<file path="config.mk">
export PLATFORM = sky130hd
export DESIGN_NAME = salloc_alu
export DESIGN_NICKNAME = d
export VERILOG_FILES = /design/src/rtl/salloc_pkg.sv /design/src/rtl/salloc_alu.sv
export SDC_FILE = /design/constraint.sdc
export NUM_CORES = 1
export LEC_CHECK = 0
export BUFFER_PORTS_ARGS = -buffer_cell sky130_fd_sc_hd__buf_2
export CAP_MARGIN = 20
export CORE_ASPECT_RATIO = 0.75
export CORE_MARGIN = 4
export CORE_UTILIZATION = 50
export DETAILED_ROUTE_END_ITERATION = 16
export PLACE_DENSITY = 0.95
export REMOVE_ABC_BUFFERS = 1
export SLEW_MARGIN = 20
export SYNTH_ARGS = -nofsm -noshare
export SYNTH_HDL_FRONTEND = slang
export SYNTH_SLANG_ARGS = --single-unit
</file>
<file path="constraint.sdc">
create_clock -name vclk -period 5.4
set_input_delay 0.81 -clock vclk [all_inputs]
set_output_delay 0.81 -clock vclk [all_outputs]
set_load 0.01 [all_outputs]
</file>
<file path="src/rtl/salloc_pkg.sv">
// shared types and constants for the slot allocator with free stack
package salloc_pkg;

   // field widths
   localparam int unsigned CMD_W      = 1;
   localparam int unsigned OFFSET_W   = 12;
   localparam int unsigned RECORDS_W  = 11;
   localparam int unsigned BUMP_W     = 13;
   localparam int unsigned CSR_DATA_W = 13;
   localparam int unsigned CSR_IDX_W  = 1;

   // bytes taken by one free stack record
   localparam int unsigned RECORD_BYTES = 4;

   // configuration register values after reset
   localparam int unsigned RST_SLOT_COUNT = 256;
   localparam int unsigned RST_SLOT_BYTES = 16;

   // request commands
   localparam logic [CMD_W-1:0] CMD_ALLOC = 1'b0;
   localparam logic [CMD_W-1:0] CMD_FREE  = 1'b1;

   // configuration register indexes
   localparam logic [CSR_IDX_W-1:0] CSR_SLOT_COUNT = 1'b0;
   localparam logic [CSR_IDX_W-1:0] CSR_SLOT_BYTES = 1'b1;

   // request transaction
   typedef struct packed {
      logic [CMD_W-1:0]    cmd;
      logic [OFFSET_W-1:0] slot_offset;
   } req_payload_type;

   // response transaction
   typedef struct packed {
      logic                 ok;
      logic [OFFSET_W-1:0]  granted_offset;
      logic [RECORDS_W-1:0] free_records;
      logic [BUMP_W-1:0]    bump_top;
   } rsp_payload_type;

   // compare flags of the shared adder
   typedef struct packed {
      logic gt;
      logic eq;
   } alu_flags_type;

   // sequencer states
   typedef enum logic [2:0] {
      ST_IDLE,
      ST_INIT,
      ST_CHECK,
      ST_STACK,
      ST_POP
   } state_type;

endpackage

</file>
<file path="src/rtl/salloc_alu.sv">
// shared add and compare unit: sum = a + b, compared against c
module salloc_alu #(
   parameter int unsigned W = 15
) (
   input  logic [W-1:0]                  op_a,
   input  logic [W-1:0]                  op_b,
   input  logic [W-1:0]                  op_c,
   output logic [W-1:0]                  sum,
   output salloc_pkg::alu_flags_type     flags
);

   // one adder, one magnitude compare
   always_comb begin
      sum      = op_a + op_b;
      flags.gt = (sum > op_c);
      flags.eq = (sum == op_c);
   end

endmodule

</file>
==> metrics.csv, run 1 <==
metric,value,unit
Final setup viols,0,
"Setup Fix Bufs, Post-CTS",0,
Die H,48.9,um
static leakage,0.836,nW
vias per inst,5.69,
Synth Warn #,0,
Critical Setup Path Class,in -> out,
Worst path slowest cell,fa_1,
grt total ovfl,0,
TNS Setup,0,ns
full die area,0.00306,mm2
Syn Std Cell Area,0.00112,mm2
Max-cap violations,0,
initial antenna violation count,0,
CP Capture Type,output pin,
outcome,"complete, no violations",
post-detailed-route DRC marker count,0,
destination of the worst hold path,sum[0],
Top-Level Pins,62,
CP bufs+invs,3,
placed standard-cell area,0.00145,mm2
Post-Synth XOR/XNOR Area,9.42,%
main combinational cell family by area after synthesis,adder cells,
Site Rows,14,
worst setup margin,0.899,ns
post-synthesis compound-gate area fraction,31.4,%
# clk buffers,0,
Area Overhead vs Synth,29.5,%
vias in the first global route,1189,
Hold Buf Count CTS,0,
hold path depth,3,
Storage cell area,0,um2
worst endpoint required time,4.59,ns
Slew Limit Fails,0,
ANT cells,0,
Multi-input gate area,0.00103,mm2
"area leader, netlist",ha_1,
Rel. slew slack,78.0,%
Critical Path AT,3.69,ns
post-CTS resize count,0,
crit path time final,4.50,ns
vias post-DR,1337,
nets@finish,288,
period utilization,83.3,%
Setup WS pre-CTS,0.942,ns
largest net degree at the start of global routing,9,
CP peak stage delay,0.40,ns
Final Wtd Congestion,0.880,
critical path's top delay family,compound AO/OA/AOI/OAI gates,
final count of hold timing violations,0,
PortBufs,62,
HPWL after detailed placement,2.80,mm
Initial Util,54.0,%
Post-Synthesis Cells,151,
global-route wire length before repair,5.07,mm
adder-cell share of the synthesized area,34.3,%
CP Cell Sequence,"buf_2, ha_1, inv_1, fa_1, nand2b_1, a21oi_2, nor2b_1, o21ai_1, xor2_1, ha_1, a21o_1, a221o_1, a221oi_1, a21oi_1, buf_2",
drt pass-1 iters,5,
GRT Total Usage,18.9,%
HP Class,in -> out,
Synth Area in Simple Gates,17.2,%
post-synthesis mux area share,0,%
Critical Path Fanout Max,3,
Worst setup SP type,primary input,
initial drt markers,68,
"antenna viol nets, final",0,
worst hold start,op_b[0],
sequential element share of the synthesized area,0,%
Seq Cell Count,0,
fraction of layout cells with a size suffix above 1,31.8,%
final wirelength,3.10,mm
Syn Area/Cell,7.39,um2
Least-Margin Pin Slew,0.330,ns
PD cells,145,mW/mm2
worst vdd ir,67.9,uV
Synth top area share,32.5,%
Core Region,0.00207,mm2
Synth cell types,38,
Routed WL per cell,13.2,um
Die X,62.6,um
"top cells by area, synth","ha_1, a21oi_1, a21o_1",
RSZ-0062 raised after global routing,false,
max frequency,0.222,GHz
fillers,168,
Finished Cell Area,0.00145,mm2
cell usage after synthesis, types with 2 or more instances:
library cell and instances:
a211oi_1 3, and4_1 2, nor3_1 2, o21ai_0 4
a221oi_1 3, xor2_1 5, xnor2_1 7, nor2b_1 2
o31ai_1 2, nand2_1 6, a21o_1 10, nor2_1 9
nand2b_1 2, a21oi_1 16, o21ai_1 2, o211ai_1 3
and3_1 2, inv_1 20, ha_1 29, nand3_1 4
cells in the final DEF (no fill, tap or decap), types with 4 or more instances in the layout:
master,instances
buf_2,62
nor2_1,9
a21oi_1,16
ha_1,29
o21ai_0,4
xnor2_1,7
nand3_1,4
nand2_1,6
a21o_1,10
inv_1,20
xor2_1,5
cell families after synthesis:
family,count (synthesis)
xor+xnor,12
compound gates,51
simple gates,36
fa+ha+maj,30
buf+inv,22
routing by layer:
| layer | share of wire (%) | vias up | track usage (%) |
|---|---|---|---|
| li1 | - | 676 | - |
| met1 | 43 | 597 | 26.1 |
| met2 | 48 | 62 | 33.8 |
| met3 | 8.1 | 2 | 1.15 |
| met4 | 0.23 | 0 | 0.733 |
| met5 | 0 | - | 0 |
final cells by class:
cell class | instances | area share [%]
multi-input cells | 129 | 71.3
repair buffers | 62 | 21.5
inverters | 20 | 5.19
well taps | 24 | 2.08
where the power goes:
| part | leakage, nW | internal (W) | switching, W |
|---|---|---|---|
| sequential | 0 | 0 | 0 |
| clock | 0 | 0 | 0 |
| combinational | 0.836 | 0.0000955 | 0.000113 |
through the flow:
step | std cells | util [%] | hold WS, ns | total power [W]
floorplan | 149 | - | 1.77 | 0.000136
global placement | 235 | 69.9 | 1.95 | 0.000199
global route | 235 | 69.9 | 1.99 | 0.000233
detailed placement | 235 | 69.9 | 1.95 | 0.000206
finish | 235 | 69.9 | 1.95 | 0.000209
CTS | 235 | 69.9 | 1.96 | 0.000207
worst max-delay path by stage:
stage	startpoint	end	slack (ns)	cells past startpoint
final	op_a[0]	flags[1]	0.90	15
after CTS	op_a[0]	flags[1]	0.93	15
after global placement	op_a[0]	flags[1]	0.96	15
after floorplan	op_a[0]	flags[1]	1.20	13
after detailed placement	op_a[0]	flags[1]	0.94	15
after global routing	op_a[0]	flags[1]	0.65	15
Note: power is estimated with default switching activity, not from simulation.
==> inputs of run 2 (changes only) <==
--- a/config.mk
+++ b/config.mk
@@ -9,9 +9,9 @@
 export CAP_MARGIN = 20
 export CORE_ASPECT_RATIO = 0.75
 export CORE_MARGIN = 4
-export CORE_UTILIZATION = 50
+export CORE_UTILIZATION = 48
 export DETAILED_ROUTE_END_ITERATION = 16
-export PLACE_DENSITY = 0.95
+export PLACE_DENSITY = 0.92
 export REMOVE_ABC_BUFFERS = 1
 export SLEW_MARGIN = 20
 export SYNTH_ARGS = -nofsm -noshare
==> constraint.sdc (replaced) <==
create_clock -name vclk -period 4.4
set_input_delay 0.66 -clock vclk [all_inputs]
set_output_delay 0.66 -clock vclk [all_outputs]
set_load 0.01 [all_outputs]
==> metrics.csv, run 2 (synthesis results as in run 1) <==
metric,value,unit,change
outcome,"complete, no violations",,unchanged
HPWL after detailed placement,2.79,mm,was 2.80 mm
grt total ovfl,0,,unchanged
Storage cell area,0,um2,unchanged
ANT cells,0,,unchanged
Final Wtd Congestion,0.939,,was 0.880
period utilization,96.2,%,
Site Rows,14,,unchanged
worst vdd ir,84.2,uV,was 67.9 uV
PortBufs,62,,unchanged
Critical Setup Path Class,in -> out,,unchanged
Routed WL per cell,13.0,um,was 13.2 um
vias per inst,5.60,,was 5.69
PD cells,179,mW/mm2,was 145 mW/mm2
static leakage,0.850,nW,was 0.836 nW
highest routed metal layer,met3,,was met4
vias post-DR,1321,,was 1337
Area Overhead vs Synth,31.4,%,was 29.5%
WL met2,1.44,mm,was 1.49 mm
critical path's top delay family,compound AO/OA/AOI/OAI gates,,unchanged
vias in the first global route,1143,,was 1189
post-detailed-route DRC marker count,0,,unchanged
global-route wire length before repair,4.99,mm,was 5.07 mm
Slew Limit Fails,0,,unchanged
hold path depth,3,,unchanged
wire length on met3,206,um,was 250 um
crit path time final,4.23,ns,
CP Cell Sequence,"buf_2, ha_1, inv_1, fa_1, nand2b_1, a21oi_2, nor2b_1, o21ai_1, xor2_1, ha_1, a21o_1, a221o_1, a221oi_2, a21oi_1, buf_2",,"was buf_2, ha_1, inv_1, fa_1, nand2b_1, a21oi_2, nor2b_1, o21ai_1, xor2_1, ha_1, a21o_1, a221o_1, a221oi_1, a21oi_1, buf_2"
CP Capture Type,output pin,,unchanged
Core Region,0.00210,mm2,was 0.00207 mm2
Critical Path Fanout Max,3,,unchanged
Worst setup SP type,primary input,,unchanged
fillers,186,,was 168
Rel. slew slack,77.5,%,was 78.0%
max frequency,0.236,GHz,
initial antenna violation count,0,,unchanged
Die X,63.7,um,was 62.6 um
initial drt markers,84,,was 68
Critical Path Stages,15,,unchanged
Max-cap violations,0,,unchanged
CP bufs+invs,3,,unchanged
GRT Total Usage,18.4,%,was 18.9%
"antenna viol nets, final",0,,unchanged
CP peak stage delay,0.39,ns,was 0.40 ns
fraction of layout cells with a size suffix above 1,33.0,%,was 31.8%
"commonest cells after routing, fill and taps aside","buf_2, ha_1, inv_1",,unchanged
Hold WS,1.66,ns,was 1.95 ns
largest net degree at the start of global routing,9,,unchanged
full die area,0.00317,mm2,was 0.00306 mm2
Critical Path AT,3.57,ns,was 3.69 ns
# clk buffers,0,,unchanged
nets@finish,289,,was 288
"commonest non-fill, non-tap cell in the layout",buf_2,,unchanged
TNS Setup,0,ns,unchanged
Seq Cell Count,0,,unchanged
Initial Util,53.1,%,was 54.0%
HP Class,in -> out,,unchanged
final wirelength,3.07,mm,was 3.10 mm
Top-Level Pins,62,,unchanged
final count of hold timing violations,0,,unchanged
Least-Margin Pin Slew,0.335,ns,was 0.330 ns
Final setup viols,0,,unchanged
Metal-1 WL,1.43,mm,was 1.35 mm
Die H,49.8,um,was 48.9 um
drt pass-1 iters,4,,was 5
Worst path slowest cell,fa_1,,unchanged
worst endpoint required time,3.74,ns,was 4.59 ns
## run 2: cell types whose count changed in the layout (fill, tap and decap cells not counted)
cell,change
a221oi_1,-1
a221oi_2,+1
buf_4,+1
xnor2_1,-1
xnor2_2,+1
## run 2: where the power goes
group / switching (W) / leakage (nW) / internal (W)
logic: 0.000141 / 0.850 / 0.000121
registers: 0 / 0 / 0
clock network: 0 / 0 / 0
total: 0.000141 / 0.850 / 0.000121
## run 2: final cells by class
cell class         count  area (um2)  area share (%)
well taps             24        30.0            2.05
repair buffers        63         318            21.7
multi-input cells    129        1040            71.2
inverters             20        75.1            5.12
## run 2: worst paths after layout
path	start	end	slack [ns]
min	op_b[0]	sum[0]	1.66
max	op_a[0]	flags[1]	0.17
## run 2: stage by stage
stage	power (W)	cells	cell area (um2)	utilization [%]	setup WS [ns]
after floorplan	0.000167	149	1100	-	0.498
after global placement	0.000244	235	1450	68.8	0.250
after detailed placement	0.000252	235	1450	68.8	0.176
after CTS	0.000254	235	1450	68.8	0.164
after global routing	0.000294	236	1470	69.8	-0.00575
final	0.000262	236	1470	69.8	0.169
## run 2: routing by layer
metal | GRT usage [%] | vias to the layer above
met5 | 0 | -
met4 | 0.358 | 0
met3 | 0.909 | 0
met2 | 31.7 | 55
met1 | 26.6 | 587
li1 | - | 679
## run 2: repair_timing
item,CTS,global route
hold buffers,0,0
endpoints found under the setup margin,0,1
buffers inserted,0,1
gates resized for setup,0,2
==> inputs of run 3 (changes only) <==
--- a/config.mk
+++ b/config.mk
@@ -8,7 +8,7 @@
 export BUFFER_PORTS_ARGS = -buffer_cell sky130_fd_sc_hd__buf_2
 export CAP_MARGIN = 20
 export CORE_ASPECT_RATIO = 0.75
-export CORE_MARGIN = 4
+export CORE_MARGIN = 2
 export CORE_UTILIZATION = 48
 export DETAILED_ROUTE_END_ITERATION = 16
 export PLACE_DENSITY = 0.92
==> metrics.csv, run 3 (synthesis results as in run 1) <==
metric,value,unit,change
RSZ-0062 raised after global routing,false,,
drt pass-1 iters,4,,unchanged
vias post-DR,1311,,was 1321
Storage cell area,0,um2,unchanged
Worst setup SP type,primary input,,unchanged
"commonest non-fill, non-tap cell in the layout",buf_2,,unchanged
PortBufs,62,,unchanged
Core Region,0.00225,mm2,was 0.00210 mm2
GRT met2 Usage,35.4,%,was 31.7%
period utilization,94.5,%,was 96.2%
grt total ovfl,0,,unchanged
Switching Share,53.8,%,was 53.7%
Most Crowded Layer GR,met2,,unchanged
Slew Limit Fails,0,,unchanged
Critical Path Fanout Max,3,,unchanged
M3 GR Usage,0,%,was 0.909%
clock network power share,0,%,about the same
Final Wtd Congestion,0.883,,was 0.939
Critical Path AT,3.50,ns,was 3.57 ns
largest net degree at the start of global routing,9,,unchanged
CP Capture Type,output pin,,unchanged
Critical Setup Path Class,in -> out,,unchanged
"antenna viol nets, final",0,,unchanged
Initial Util,49.6,%,was 53.1%
# clk buffers,0,,unchanged
Top-Level Pins,62,,unchanged
Rel. slew slack,78.3,%,was 77.5%
Die H,45.8,um,was 49.8 um
met1 Usage GRT,29.0,%,was 26.6%
Routed WL per cell,11.8,um,was 13.0 um
ANT cells,0,,unchanged
Final setup viols,0,,unchanged
initial drt markers,56,,was 84
hold path depth,3,,unchanged
Comb power frac,100.0,%,about the same
final count of hold timing violations,0,,unchanged
Least-Margin Pin Slew,0.325,ns,was 0.335 ns
PD cells,174,mW/mm2,was 179 mW/mm2
Site Rows,15,,was 14
max frequency,0.241,GHz,was 0.236 GHz
post-detailed-route DRC marker count,0,,unchanged
initial antenna violation count,0,,unchanged
worst endpoint required time,3.74,ns,about the same
Max-cap violations,0,,unchanged
destination of the worst hold path,sum[0],,unchanged
fraction of layout cells with a size suffix above 1,32.2,%,was 33.0%
fillers,215,,was 186
full die area,0.00273,mm2,was 0.00317 mm2
crit path time final,4.16,ns,was 4.23 ns
"commonest cells after routing, fill and taps aside","buf_2, ha_1, inv_1",,unchanged
P_sw,0.000136,W,was 0.000141 W
Pint,0.000117,W,was 0.000121 W
Multi-input gate area,0.00104,mm2,about the same
TNS Setup,0,ns,unchanged
worst hold start,op_b[0],,unchanged
vias per inst,5.56,,was 5.60
HP Class,in -> out,,unchanged
global-route wire length before repair,4.36,mm,was 4.99 mm
"Core Util, Final",64.6,%,was 69.8%
HPWL after detailed placement,2.46,mm,was 2.79 mm
outcome,"complete, no violations",,unchanged
Die X,59.7,um,was 63.7 um
Area Overhead vs Synth,30.3,%,was 31.4%
Seq Cell Count,0,,unchanged
nets@finish,288,,was 289
static leakage,0.842,nW,was 0.850 nW
final wirelength,2.78,mm,was 3.07 mm
sequential power share,0,%,about the same
vias in the first global route,1043,,was 1143
worst vdd ir,68.6,uV,was 84.2 uV
GRT Total Usage,19.9,%,was 18.4%
run 3: per-stage QoR:
| stage | instances | instance area (um2) | power, W | hold slack [ns] | setup WS (ns) |
|---|---|---|---|---|---|
| floorplan | 149 | 1100 | 0.000167 | 1.47 | 0.498 |
| global placement | 236 | 1450 | 0.000242 | 1.65 | 0.252 |
| detailed placement | 236 | 1450 | 0.000248 | 1.64 | 0.211 |
| CTS | 236 | 1450 | 0.000249 | 1.65 | 0.207 |
| global route | 236 | 1450 | 0.000283 | 1.68 | 0.0147 |
| finish | 236 | 1450 | 0.000253 | 1.64 | 0.242 |
run 3: how the worst max path moves through the flow:
stage / from / to / slack (ns)
after floorplan: op_a[0] / flags[1] / 0.50
after global placement: op_a[0] / flags[1] / 0.25
after detailed placement: op_a[0] / flags[1] / 0.21
after CTS: op_a[0] / flags[1] / 0.21
after global routing: op_a[0] / flags[1] / 0.01
final: op_a[0] / flags[1] / 0.24
run 3: metal layers:
layer / up-vias / routed length [um]
li1: 684 / -
met1: 559 / 1340
met2: 66 / 1210
met3: 2 / 200
met4: 0 / 31
met5: - / 0
run 3: power by group through the flow:
stage               Clock, W  Sequential, W  Combinational (W)
floorplan                  0              0           0.000167
finish                     0              0           0.000253
global route               0              0           0.000283
global placement           0              0           0.000242
detailed placement         0              0           0.000248
CTS                        0              0           0.000249
run 3: worst max-delay path, stage by stage:
cell and delay, ns:
buf_2 0.08, ha_1 0.17, inv_1 0.06, fa_1 0.38
nand2b_1 0.18, a21oi_2 0.17, o21ai_1 0.12, a311o_1 0.36
xnor2_2 0.16, ha_1 0.30, a21o_1 0.18, a21o_1 0.17
a221oi_1 0.26, a21oi_1 0.10, buf_2 0.15
run 3: area by class of cell:
cell class	instances	share of cell area, %
inverter	20	5.16
multi-input combinational	129	71.3
tap	25	2.15
timing repair buffer	62	21.3
run 3: repair_timing:
action                                  4_1_cts  5_1_grt
buffers inserted                              0        0
hold buffers                                  0        0
resized for setup                             0        1
endpoints found under the setup margin        0        1
